==> src/rtl/lpfs_pkg.sv <==
// Shared types, constants and the gamma table of the LED pixel frame serialiser.
// No dependencies.
`timescale 1ns / 1ps

package lpfs_pkg;

    // Strip size limit and derived column limit
    localparam int MAX_LEDS   = 256;
    localparam int COL_LIMIT  = (MAX_LEDS < 256) ? MAX_LEDS : 256;

    // Field widths
    localparam int LED_COUNT_W = 9;
    localparam int BRIGHT_W    = 5;
    localparam int POS_W       = 8;
    localparam int GAMMA_W     = 6;
    localparam int SEQ_POS_W   = 5;
    localparam int TAIL_W      = 5;
    localparam int CFG_IDX_W   = 1;
    localparam int CFG_DATA_W  = 9;

    // Register indexes
    localparam logic [CFG_IDX_W-1:0] REG_LED_COUNT         = 1'd0;
    localparam logic [CFG_IDX_W-1:0] REG_GLOBAL_BRIGHTNESS = 1'd1;

    // Reset values
    localparam logic [LED_COUNT_W-1:0] LED_COUNT_RST = 9'd256;
    localparam logic [BRIGHT_W-1:0]    BRIGHT_RST    = 5'd31;

    // Byte codes
    localparam logic [7:0] START_BYTE = 8'h00;
    localparam logic [7:0] HDR_MARK   = 8'hE0;
    localparam logic [7:0] END_BYTE   = 8'hFF;

    // Positions within one item's byte run
    localparam logic [SEQ_POS_W-1:0] SEQ_START  = 5'd0;
    localparam logic [SEQ_POS_W-1:0] SEQ_HEADER = 5'd4;
    localparam logic [SEQ_POS_W-1:0] SEQ_BLUE   = 5'd5;
    localparam logic [SEQ_POS_W-1:0] SEQ_GREEN  = 5'd6;
    localparam logic [SEQ_POS_W-1:0] SEQ_RED    = 5'd7;
    localparam logic [SEQ_POS_W-1:0] SEQ_END    = 5'd8;

    // Gamma thresholds: output rises by one at each of these inputs
    localparam int GAMMA_STEP_COUNT = 51;
    localparam logic [7:0] GAMMA_STEPS [GAMMA_STEP_COUNT] = '{
        8'd46,  8'd70,  8'd84,  8'd95,  8'd104, 8'd112, 8'd119, 8'd126, 8'd132, 8'd137,
        8'd143, 8'd147, 8'd152, 8'd156, 8'd161, 8'd165, 8'd168, 8'd172, 8'd176, 8'd179,
        8'd182, 8'd186, 8'd189, 8'd192, 8'd195, 8'd198, 8'd201, 8'd203, 8'd206, 8'd209,
        8'd211, 8'd214, 8'd216, 8'd219, 8'd221, 8'd223, 8'd226, 8'd228, 8'd230, 8'd232,
        8'd235, 8'd237, 8'd239, 8'd241, 8'd243, 8'd245, 8'd247, 8'd249, 8'd251, 8'd253,
        8'd255
    };

    // Constant 256-entry gamma ROM: count of thresholds at or below x
    function automatic logic [GAMMA_W-1:0] gamma_lookup(input logic [7:0] x);
        logic [GAMMA_W-1:0] n;
        n = '0;
        for (int i = 0; i < GAMMA_STEP_COUNT; i++) begin
            if (x >= GAMMA_STEPS[i]) begin
                n = GAMMA_W'(i + 1);
            end
        end
        return n;
    endfunction

    // One pixel item as handed to the byte sequencer
    typedef struct packed {
        logic                  col_start;
        logic                  col_end;
        logic [TAIL_W-1:0]     tail;
        logic [BRIGHT_W-1:0]   bright;
        logic [GAMMA_W-1:0]    blue;
        logic [GAMMA_W-1:0]    green;
        logic [GAMMA_W-1:0]    red;
    } pixel_item_t;

endpackage

==> src/rtl/lpfs_byte_seq.sv <==
// Byte sequencer: holds one pixel item and emits its bytes through an output register.
// Depends on lpfs_pkg.
`timescale 1ns / 1ps

module lpfs_byte_seq (
    input  logic                 aclk,
    input  logic                 aresetn,
    input  logic                 in_valid,
    output logic                 in_ready,
    input  lpfs_pkg::pixel_item_t in_item,
    output logic                 m_tvalid,
    input  logic                 m_tready,
    output logic [7:0]           m_tdata,   // out_byte[7:0]
    output logic                 m_tlast,   // last_of_run
    output logic                 m_tuser    // column_done
);

    lpfs_pkg::pixel_item_t                item_reg;
    logic                                 item_valid_reg;
    logic [lpfs_pkg::SEQ_POS_W-1:0]       pos_reg;
    logic [7:0]                           tdata_reg;
    logic                                 tlast_reg;
    logic                                 tuser_reg;
    logic                                 tvalid_reg;

    logic                                 out_free;
    logic                                 emit;
    logic                                 is_last;
    logic                                 load;
    logic [lpfs_pkg::SEQ_POS_W-1:0]       last_pos;
    logic [lpfs_pkg::SEQ_POS_W-1:0]       first_pos;
    logic [7:0]                           byte_next;

    // Run bounds of the held item
    assign last_pos  = item_reg.col_end
                     ? lpfs_pkg::SEQ_POS_W'(lpfs_pkg::SEQ_RED + item_reg.tail)
                     : lpfs_pkg::SEQ_RED;
    assign first_pos = in_item.col_start ? lpfs_pkg::SEQ_START : lpfs_pkg::SEQ_HEADER;

    // Handshake: a new item may enter as the last byte of the current one leaves
    assign out_free = !tvalid_reg || m_tready;
    assign emit     = item_valid_reg && out_free;
    assign is_last  = (pos_reg == last_pos);
    assign in_ready = !item_valid_reg || (emit && is_last);
    assign load     = in_valid && in_ready;

    // Byte selection by position in the run
    always_comb begin
        if (pos_reg < lpfs_pkg::SEQ_HEADER) begin
            byte_next = lpfs_pkg::START_BYTE;
        end else if (pos_reg >= lpfs_pkg::SEQ_END) begin
            byte_next = lpfs_pkg::END_BYTE;
        end else begin
            case (pos_reg)
                lpfs_pkg::SEQ_HEADER: byte_next = lpfs_pkg::HDR_MARK | {3'b000, item_reg.bright};
                lpfs_pkg::SEQ_BLUE:   byte_next = {2'b00, item_reg.blue};
                lpfs_pkg::SEQ_GREEN:  byte_next = {2'b00, item_reg.green};
                default:              byte_next = {2'b00, item_reg.red};
            endcase
        end
    end

    // Control state
    always_ff @(posedge aclk) begin
        if (!aresetn) begin
            item_valid_reg <= 1'b0;
            tvalid_reg     <= 1'b0;
        end else begin
            if (emit) begin
                tvalid_reg <= 1'b1;
            end else if (m_tready) begin
                tvalid_reg <= 1'b0;
            end
            if (load) begin
                item_valid_reg <= 1'b1;
            end else if (emit && is_last) begin
                item_valid_reg <= 1'b0;
            end
        end
    end

    // Payload
    always_ff @(posedge aclk) begin
        if (emit) begin
            tdata_reg <= byte_next;
            tlast_reg <= is_last;
            tuser_reg <= (pos_reg >= lpfs_pkg::SEQ_END);
        end
    end

    // Held item and run position; a new item restarts the run
    always_ff @(posedge aclk) begin
        if (load) begin
            item_reg <= in_item;
            pos_reg  <= first_pos;
        end else if (emit) begin
            pos_reg  <= pos_reg + 1'b1;
        end
    end

    assign m_tvalid = tvalid_reg;
    assign m_tdata  = tdata_reg;
    assign m_tlast  = tlast_reg;
    assign m_tuser  = tuser_reg;

endmodule

==> src/rtl/led_pixel_frame_serializer_top.sv <==
// LED pixel frame serialiser: takes one RGB pixel per item and emits the serial
// byte stream for an addressable LED strip column, one byte per item on the
// master side. A column opens with four 0x00 bytes; each pixel gives a header
// 0xE0 | global_brightness and gamma-corrected blue, green, red; after pixel n =
// led_count (zero acting as one, capped at 256) come floor((n+23)/16) bytes of 0xFF
// (tuser high) and the count restarts. Rate: one output byte per cycle from the
// output register while m_tready is high; a pixel gives 4 bytes, 8 when it opens
// a column, plus 1..17 when it closes one. The next pixel is taken in the cycle
// its predecessor's last byte is registered. Depends on lpfs_pkg and lpfs_byte_seq.
`timescale 1ns / 1ps

module led_pixel_frame_serializer_top (
    input  logic                              aclk,
    input  logic                              aresetn,
    // Configuration write port
    input  logic                              cfg_wr_en,
    input  logic [lpfs_pkg::CFG_IDX_W-1:0]    cfg_index,
    input  logic [lpfs_pkg::CFG_DATA_W-1:0]   cfg_wdata,
    // Pixel input
    input  logic                              s_tvalid,
    output logic                              s_tready,
    input  logic [23:0]                       s_tdata,  // red[7:0], green[15:8], blue[23:16]
    // Byte output
    output logic                              m_tvalid,
    input  logic                              m_tready,
    output logic [7:0]                        m_tdata,  // out_byte[7:0]
    output logic                              m_tlast,  // last_of_run
    output logic                              m_tuser   // column_done
);

    logic [lpfs_pkg::LED_COUNT_W-1:0] led_count_reg;
    logic [lpfs_pkg::BRIGHT_W-1:0]    bright_reg;
    logic [lpfs_pkg::POS_W-1:0]       pixel_pos_reg;

    logic [lpfs_pkg::LED_COUNT_W-1:0] eff_len;
    logic [lpfs_pkg::LED_COUNT_W:0]   tail_sum;
    logic [lpfs_pkg::LED_COUNT_W-1:0] pos_plus;
    logic                             col_end;
    logic                             s_accept;
    lpfs_pkg::pixel_item_t            item;

    // Configuration registers
    always_ff @(posedge aclk) begin
        if (!aresetn) begin
            led_count_reg <= lpfs_pkg::LED_COUNT_RST;
            bright_reg    <= lpfs_pkg::BRIGHT_RST;
        end else if (cfg_wr_en) begin
            unique case (cfg_index)
                lpfs_pkg::REG_LED_COUNT:         led_count_reg <= cfg_wdata;
                lpfs_pkg::REG_GLOBAL_BRIGHTNESS: bright_reg    <= cfg_wdata[lpfs_pkg::BRIGHT_W-1:0];
            endcase
        end
    end

    // Effective column length: zero acts as one, large values saturate
    always_comb begin
        if (led_count_reg == '0) begin
            eff_len = lpfs_pkg::LED_COUNT_W'(1);
        end else if (led_count_reg > lpfs_pkg::LED_COUNT_W'(lpfs_pkg::COL_LIMIT)) begin
            eff_len = lpfs_pkg::LED_COUNT_W'(lpfs_pkg::COL_LIMIT);
        end else begin
            eff_len = led_count_reg;
        end
    end

    assign tail_sum = {1'b0, eff_len} + (lpfs_pkg::LED_COUNT_W + 1)'(23);
    assign pos_plus = {1'b0, pixel_pos_reg} + 1'b1;
    assign col_end  = (pos_plus >= eff_len);
    assign s_accept = s_tvalid && s_tready;

    // Item built at the input: gamma ROM lookups and column framing
    always_comb begin
        item.col_start = (pixel_pos_reg == '0);
        item.col_end   = col_end;
        item.tail      = tail_sum[4 +: lpfs_pkg::TAIL_W];
        item.bright    = bright_reg;
        item.red       = lpfs_pkg::gamma_lookup(s_tdata[7:0]);
        item.green     = lpfs_pkg::gamma_lookup(s_tdata[15:8]);
        item.blue      = lpfs_pkg::gamma_lookup(s_tdata[23:16]);
    end

    // Column position
    always_ff @(posedge aclk) begin
        if (!aresetn) begin
            pixel_pos_reg <= '0;
        end else if (s_accept) begin
            pixel_pos_reg <= col_end ? '0 : pos_plus[lpfs_pkg::POS_W-1:0];
        end
    end

    lpfs_byte_seq u_byte_seq (
        .aclk     (aclk),
        .aresetn  (aresetn),
        .in_valid (s_tvalid),
        .in_ready (s_tready),
        .in_item  (item),
        .m_tvalid (m_tvalid),
        .m_tready (m_tready),
        .m_tdata  (m_tdata),
        .m_tlast  (m_tlast),
        .m_tuser  (m_tuser)
    );

endmodule

==> config.mk <==
export PLATFORM = sky130hd
export DESIGN_NAME = led_pixel_frame_serializer_top
export DESIGN_NICKNAME = d
export VERILOG_FILES = /design/src/rtl/lpfs_pkg.sv /design/src/rtl/lpfs_byte_seq.sv /design/src/rtl/led_pixel_frame_serializer_top.sv
export SDC_FILE = /design/constraint.sdc
export NUM_CORES = 1
export LEC_CHECK = 0
export BUFFER_PORTS_ARGS = -buffer_cell sky130_fd_sc_hd__buf_4
export CAP_MARGIN = 20
export CORE_ASPECT_RATIO = 1.1
export CORE_MARGIN = 2
export CORE_UTILIZATION = 40
export DETAILED_ROUTE_END_ITERATION = 12
export GPL_TIMING_DRIVEN = 0
export REMOVE_ABC_BUFFERS = 1
export SETUP_SLACK_MARGIN = 0.4
export SYNTH_ARGS = -nofsm -noshare
export SYNTH_HDL_FRONTEND = slang
export SYNTH_SLANG_ARGS = --single-unit
==> constraint.sdc <==
create_clock -name aclk -period 3.2 [get_ports aclk]
set_input_delay 0.16 -clock aclk [delete_from_list [all_inputs] [get_ports aclk]]
set_output_delay 0.16 -clock aclk [all_outputs]
set_load 0.01 [all_outputs]
; ---- Yosys cells after proc, flatten, opt, wreduce, memory -nomap -nowiden
; Cells that the tools add are included.
[totals]
register_bits = 68
inputBits = 39
out_inout_bits = 12
word_cells = 376
[classes]
add_sub_neg = 4
magnitude_cmp = 157
n_eq_ne = 4
mux = 163
n_bitwise = 1
reduce_logical = 23
[ops]
columns = op, count
row1 = "greater-or-equal comparator 8 bit, second input constant", 129
row2 = 2-to-1 mux 6 bit, 90
row3 = 2-to-1 mux 5 bit, 51
row4 = "greater-or-equal comparator 8 x 7 -> 1 bit, second input constant", 21
row5 = OR reduction 20 bit, 3
row6 = "greater-or-equal comparator 8 x 6 -> 1 bit, second input constant", 3
row7 = one-hot mux 8 bit (3 select lines), 1
row8 = 2-to-1 mux 9 bit, 2
row9 = 2-to-1 mux 8 bit, 2
row10 = "equality test 5 x 3 -> 1 bit, second input constant", 3
row11 = 2-to-1 mux 2 bit, 6
row12 = OR reduction 4 bit, 3
row13 = 2-to-1 mux 1 bit, 10
row14 = "adder 8 x 1 -> 9 bit, second input constant", 1
row15 = "adder 9 x 5 -> 9 bit, second input constant", 1
row16 = greater-or-equal comparator 9 bit, 1
row17 = "> comparator 9 bit, second input constant", 1
row18 = logical NOT 9 bit, 1
row19 = logical NOT 8 bit, 1
row20 = nonzero test 2 bit, 3
row21 = OR reduction 2 bit, 3
row22 = "adder 3 x 5 -> 5 bit, first input constant", 1
row23 = "adder 5 x 1 -> 5 bit, second input constant", 1
row24 = equality test 5 bit, 1
row25 = 8 further kinds, 13

; ---- Depth between registers and ports, before layout
[depth]
ltp_word = 51
ltp_mapped = 10

; ---- Cells and area by module
; Synthesis repeated with hierarchy kept, for this count alone.
[unflattened]
hier_cells = 710
area_unflattened_um2 = 5559.1
[modules_own_cells]
columns = mod, instances, cells_each, area_per_inst_um2, seq_area_each_um2
row1 = led_pixel_frame_serializer_top, 1, 584, 3672.3, 440.4
row2 = lpfs_byte_seq, 1, 126, 1886.8, 1331.3

; ---- Least setup slack after synthesis
; No wires, ideal clock.
[synth_path]
path_type = reg2reg
start = register u_byte_seq.item_reg[23] (netlist name)
end = register u_byte_seq.pos_reg[2] (netlist name) (data pin)
arrival_time_ns = 2.580
slack_ns = 0.315
path_stages_with_launch = 9
path_buffers = 0
cell_sequence = edfxtp_1 > inv_1 > ha_1 > xor2_1 > or3_4 > a211oi_2 > o2111ai_2 > nand2_1 > a31oi_1
[synth_between]
elab_chain_len = 7
[synth_lines]
columns = element, line
row1 = from (decl), lpfs_byte_seq.sv:18  ; lpfs_pkg::pixel_item_t item_reg;
row2 = from (signal assigned), lpfs_byte_seq.sv:94  ; item_reg <= in_item;
row3 = adder 3 x 5 -> 5 bit, lpfs_byte_seq.sv:36  ; ? lpfs_pkg::SEQ_POS_W'(lpfs_pkg::SEQ_RED + item_reg.tail)
row4 = 2-to-1 mux 5 bit, lpfs_byte_seq.sv:36
row5 = equality test 5 bit, lpfs_byte_seq.sv:43  ; assign is_last = (pos_reg == last_pos);
row6 = logical AND 1 bit, lpfs_byte_seq.sv:44  ; assign in_ready = !item_valid_reg || (emit && is_last);
row7 = logical OR 1 bit, lpfs_byte_seq.sv:44
row8 = logical AND 1 bit, --
row9 = via s_accept, led_pixel_frame_serializer_top.sv:39  ; logic s_accept;
row10 = 2-to-1 mux 5 bit, lpfs_byte_seq.sv:93  ; if (load) begin
row11 = to (signal assigned), lpfs_byte_seq.sv:95  ; pos_reg <= first_pos;
row12 = to (signal assigned), lpfs_byte_seq.sv:97  ; pos_reg <= pos_reg + 1'b1;
row13 = to (decl), lpfs_byte_seq.sv:20  ; logic [lpfs_pkg::SEQ_POS_W-1:0] pos_reg;
; The timed path passes the listed nets, and every way through them passes these cells.
; A chain may end at the register's enable or synchronous reset.

; ---- Final worst setup path
[layout_path]
start = register pixel_pos_reg[1] (netlist name)
end = register pixel_pos_reg[4] (netlist name)
[layout_between]
elab_chain_len = 3
[layout_lines]
columns = element, line
row1 = from (decl), led_pixel_frame_serializer_top.sv:33  ; logic [lpfs_pkg::POS_W-1:0] pixel_pos_reg;
row2 = from (signal assigned), led_pixel_frame_serializer_top.sv:87  ; pixel_pos_reg <= col_end ? '0 : pos_plus[lpfs_pkg::POS_W-1:0];
row3 = adder 8 x 1 -> 9 bit (*), led_pixel_frame_serializer_top.sv:67  ; assign pos_plus = {1'b0, pixel_pos_reg} + 1'b1;
row4 = greater-or-equal comparator 9 bit, led_pixel_frame_serializer_top.sv:68  ; assign col_end = (pos_plus >= eff_len);
row5 = 2-to-1 mux 8 bit (*), led_pixel_frame_serializer_top.sv:87
; Mark *: on every way between the ends. The rest lies on a longest branch, timed or not.

==> results.py <==
metrics = {
    "routing": {
        "first_pass_iters": 7,
        "wl_per_cell_um": 15.6,
        "vias_per_cell": 5.95,
        "drc": 0,
        "drtAntennaViolNets": 0,
        "drt_iter0_drc": 349,
        "drt-total-wl_um": 14400,
        "num_vias": 5470,
    },
    "sta": {
        "final-setup-viol-count": 0,
        "slew_violations": 0,
        "rsz0062_at_grt": "true",
        "finalCritPeriodShare_pct": 83.1,
        "max_slew_margin_pct": 38.5,
        "worstMarginPinSlew_ns": 0.911,
        "hold_violations": 0,
        "clock.fmax_ghz": 0.376,
        "fin_skew_ns": 0.00863,
        "period_minus_slack_ns": 2.66,
    },
    "power_and_ir_drop": {
        "leakagePower_nw": 2.36,
        "seqPwrFrac_pct": 38.4,
        "power.clock.fraction_pct": 38.1,
        "p_sw_uw": 783,
        "vdd_drop_max_mv": 0.260,
        "pwr-share-comb_pct": 23.5,
        "powerDensity_mw_per_mm2": 436,
        "fin_total_pwr_mw": 2.78,
        "sw_frac_of_total_pct": 28.2,
        "intPower_mw": 2.00,
    },
    "global_route": {
        "grt_usage_pct": 19.7,
        "grt_max_degree": 34,
        "overflow": 0,
        "antenna_found_initial": 0,
        "met3_usage_pct": 1.80,
        "grt_busiest_layer": "met2",
        "grtUsageMet1_pct": 27.9,
        "met2_usage_pct": 31.8,
        "grt_pass1_wl_um": 24300,
        "first_global_vias": 5109,
    },
    "critical_path": {
        "rr_worst_depth": 10,
        "reg2reg_from": "pixel_pos_reg[1]$_SDFFE_PN0P_",
        "arrival_ns": 2.86,
        "crit_start": "pixel_pos_reg[1]$_SDFFE_PN0P_",
        "crit_type": "flip-flop to flip-flop",
        "crit_path_start_kind": "flip-flop",
        "worstReg2RegEnd": "pixel_pos_reg[4]$_SDFFE_PN0P_",
        "r2r_setup_slack_ns": 0.54,
        "crit_path_end_kind": "flip-flop",
        "worstPathMaxFanout": 5,
        "cp_data_required_time_ns": 3.40,
    },
    "floorplan": {
        "ios": 51,
        "fp.dieH_um": 128,
        "die_x_um": 117,
        "core_area_sq_mm": 0.0137,
        "rows": 45,
        "initial_core_util_pct": 40.7,
        "dieArea_sq_mm": 0.0149,
    },
    "cts": {
        "cts_inserted_buffers": 9,
        "tritoncts": "done",
        "clockBufferDepth": 2,
        "h-tree-depth": 3,
        "cts.sinks": 67,
        "clkLatencyLatePin_ns": 0.33,
        "clkTransAtPathRegs_ns": 0.05,
        "postCtsHoldBufs": 0,
        "clock-root-buffer": "clkbuf_16",
    },
    "yosys": {
        "ys_seq_elements": 67,
        "ys.flop_type": "edfxtp_1",
        "syn_inst": 720,
        "seq_area_frac_synth_pct": 31.7,
        "yosys_warnings": 0,
        "synth_edf_count": 43,
        "yosys-top-cells-count": "nand2_1, a21oi_1, nor2_1",
        "synth.top_cell.area_share_pct": 23.1,
        "syn_avg_cell_area_sq_um": 7.77,
        "synthArstFlopShare_pct": 0,
        "synth_top_area_cell": "edfxtp_1",
        "synth_area_sq_mm": 0.00559,
        "synth.most_common_cell": "nand2_1",
        "ys_types": 87,
        "ys_top_cells_by_area": "edfxtp_1, dfxtp_1, nand2_1, a21oi_1, o21ai_0",
    },
    "hold_path": {
        "hold_class": "primary input to flip-flop",
        "hold_path_startpoint": "cfg_wdata[3]",
        "hold_end": "bright_reg[3]$_SDFFE_PN1P_",
        "whs_path_depth": 3,
    },
    "final_layout": {
        "finalInstanceArea_sq_mm": 0.00637,
        "largest_reg_flops": 29,
        "antennaDiodeCount": 0,
        "layout.nets": 781,
        "syn2layout_area_growth_pct": 13.9,
        "drive_gt1_share_pct": 13.4,
    },
    "flow_run": {
        "maxCapViolCount": 0,
    },
    "place": {
        "place_area_sq_mm": 0.00597,
        "place_congestion": 0.879,
        "dp_hpwl_um": 9940,
        "numPortBuffers": 50,
    },
    "run_status": {
        "status": "finished clean",
    },
}
repair_timing:
item                                    in CTS  in global routing
endpoints found under the hold margin        0                  0
buffers inserted                             0                  1
endpoints found under the setup margin      39                 33
gates cloned                                 1                  0
gates resized for setup                      4                  9
pin swaps                                    0                  1
worst max-delay path: stages, from the launching register on:
cell and delay [ns]:
dfxtp_1 0.39, ha_2 0.23, nand3_2 0.14, or2_2 0.37
xnor2_1 0.16, ha_1 0.31, nand4_1 0.10, nor3_2 0.36
a21oi_2 0.17, a22oi_1 0.21, o32ai_2 0.10
through the flow:
| step | setup WS (ns) | utilization, % | instances | hold slack [ns] | setup TNS [ns] |
|---|---|---|---|---|---|
| final | 0.542 | 46.4 | 920 | 0.0689 | 0 |
| after global placement | -0.147 | 43.2 | 901 | 0.401 | -2.00 |
| after floorplan | 0.315 | - | 663 | 0.232 | 0 |
| after global routing | 0.396 | 46.4 | 920 | 0.0768 | 0 |
| after detailed placement | 0.193 | 43.4 | 902 | 0.394 | 0 |
| after CTS | 0.403 | 46.0 | 919 | 0.0557 | 0 |
power groups by stage:
stage / logic, mW / clock network [mW] / registers (mW)
floorplan: 0.376 / 0 / 1.07
global route: 0.733 / 1.12 / 1.08
detailed placement: 0.629 / 0 / 1.08
finish: 0.653 / 1.06 / 1.07
global placement: 0.606 / 0 / 1.08
CTS: 0.638 / 1.08 / 1.07
metal layers:
layer / vias up / wire length, um
li1: 2708 / -
met1: 2592 / 6730
met2: 152 / 6870
met3: 18 / 578
met4: 0 / 204
met5: - / 0
worst max path at each step:
stage / cells past startpoint / slack, ns / endpoint
2_1_floorplan: 8 / 0.31 / u_byte_seq.pos_reg[2]$_DFFE_PP_
3_3_place_gp: 8 / -0.15 / u_byte_seq.pos_reg[2]$_DFFE_PP_
3_5_place_dp: 8 / 0.19 / u_byte_seq.item_reg[1]$_SDFFCE_PP1P_
4_1_cts: 8 / 0.40 / u_byte_seq.item_reg[14]$_SDFFCE_PP0P_
5_1_grt: 10 / 0.40 / pixel_pos_reg[3]$_SDFFE_PN0P_
6_report: 10 / 0.54 / pixel_pos_reg[4]$_SDFFE_PN0P_
cell families (layout without fill, tap and decap cells):
| group | after synthesis | after routing | share of synthesized area [%] |
|---|---|---|---|
| adder cells (fa/ha/maj) | 16 | 16 | 3.53 |
| multiplexers | 3 | 3 | 0.537 |
| XOR/XNOR | 20 | 20 | 3.13 |
| flip-flops | 67 | 67 | 31.7 |
| AND/OR/NAND/NOR | 275 | 275 | 23.8 |
| buffers and inverters | 87 | 98 | 6.76 |
| AO/OA/AOI/OAI | 252 | 253 | 30.6 |
cell usage in the layout, fill, tap and decap left out, types with 5 or more instances in the layout:
master     netlist  final
nand4_1          8      8
or3_1            7      7
nand2b_1        10     10
a21boi_0         6      6
nand2_1        101    100
xor2_1          11     11
a222oi_1         5      5
o22ai_1          7      7
a21o_1           6      6
a21oi_1         67     67
buf_4            1     50
o221ai_1         5      5
xnor2_1          9      9
o211ai_1         7      7
clkbuf_16        0      9
a2111oi_0        5      5
nor4_1           5      5
o31a_1           6      6
nor2_1          56     56
inv_1           30     30
o32ai_1          5      5
edfxtp_1        43     43
a31oi_1         13     13
a22oi_1          8      8
nand3_1         24     23
nor2b_1         11     11
dfxtp_1         24     22
ha_1            15     14
o211a_1          5      5
o21ai_0         51     50
a211oi_1         8      8
nor3_1          21     20
area by class of cell:
type	instances	area, sq um
fillers	1377	7370
multi-input cells	567	3500
flip-flops and latches	67	1770
repair buffers	52	423
clock buffers	14	264
well taps	188	235
inverters	30	113
clock inverters	2	60.1
Note: power is estimated with default switching activity, not from simulation.
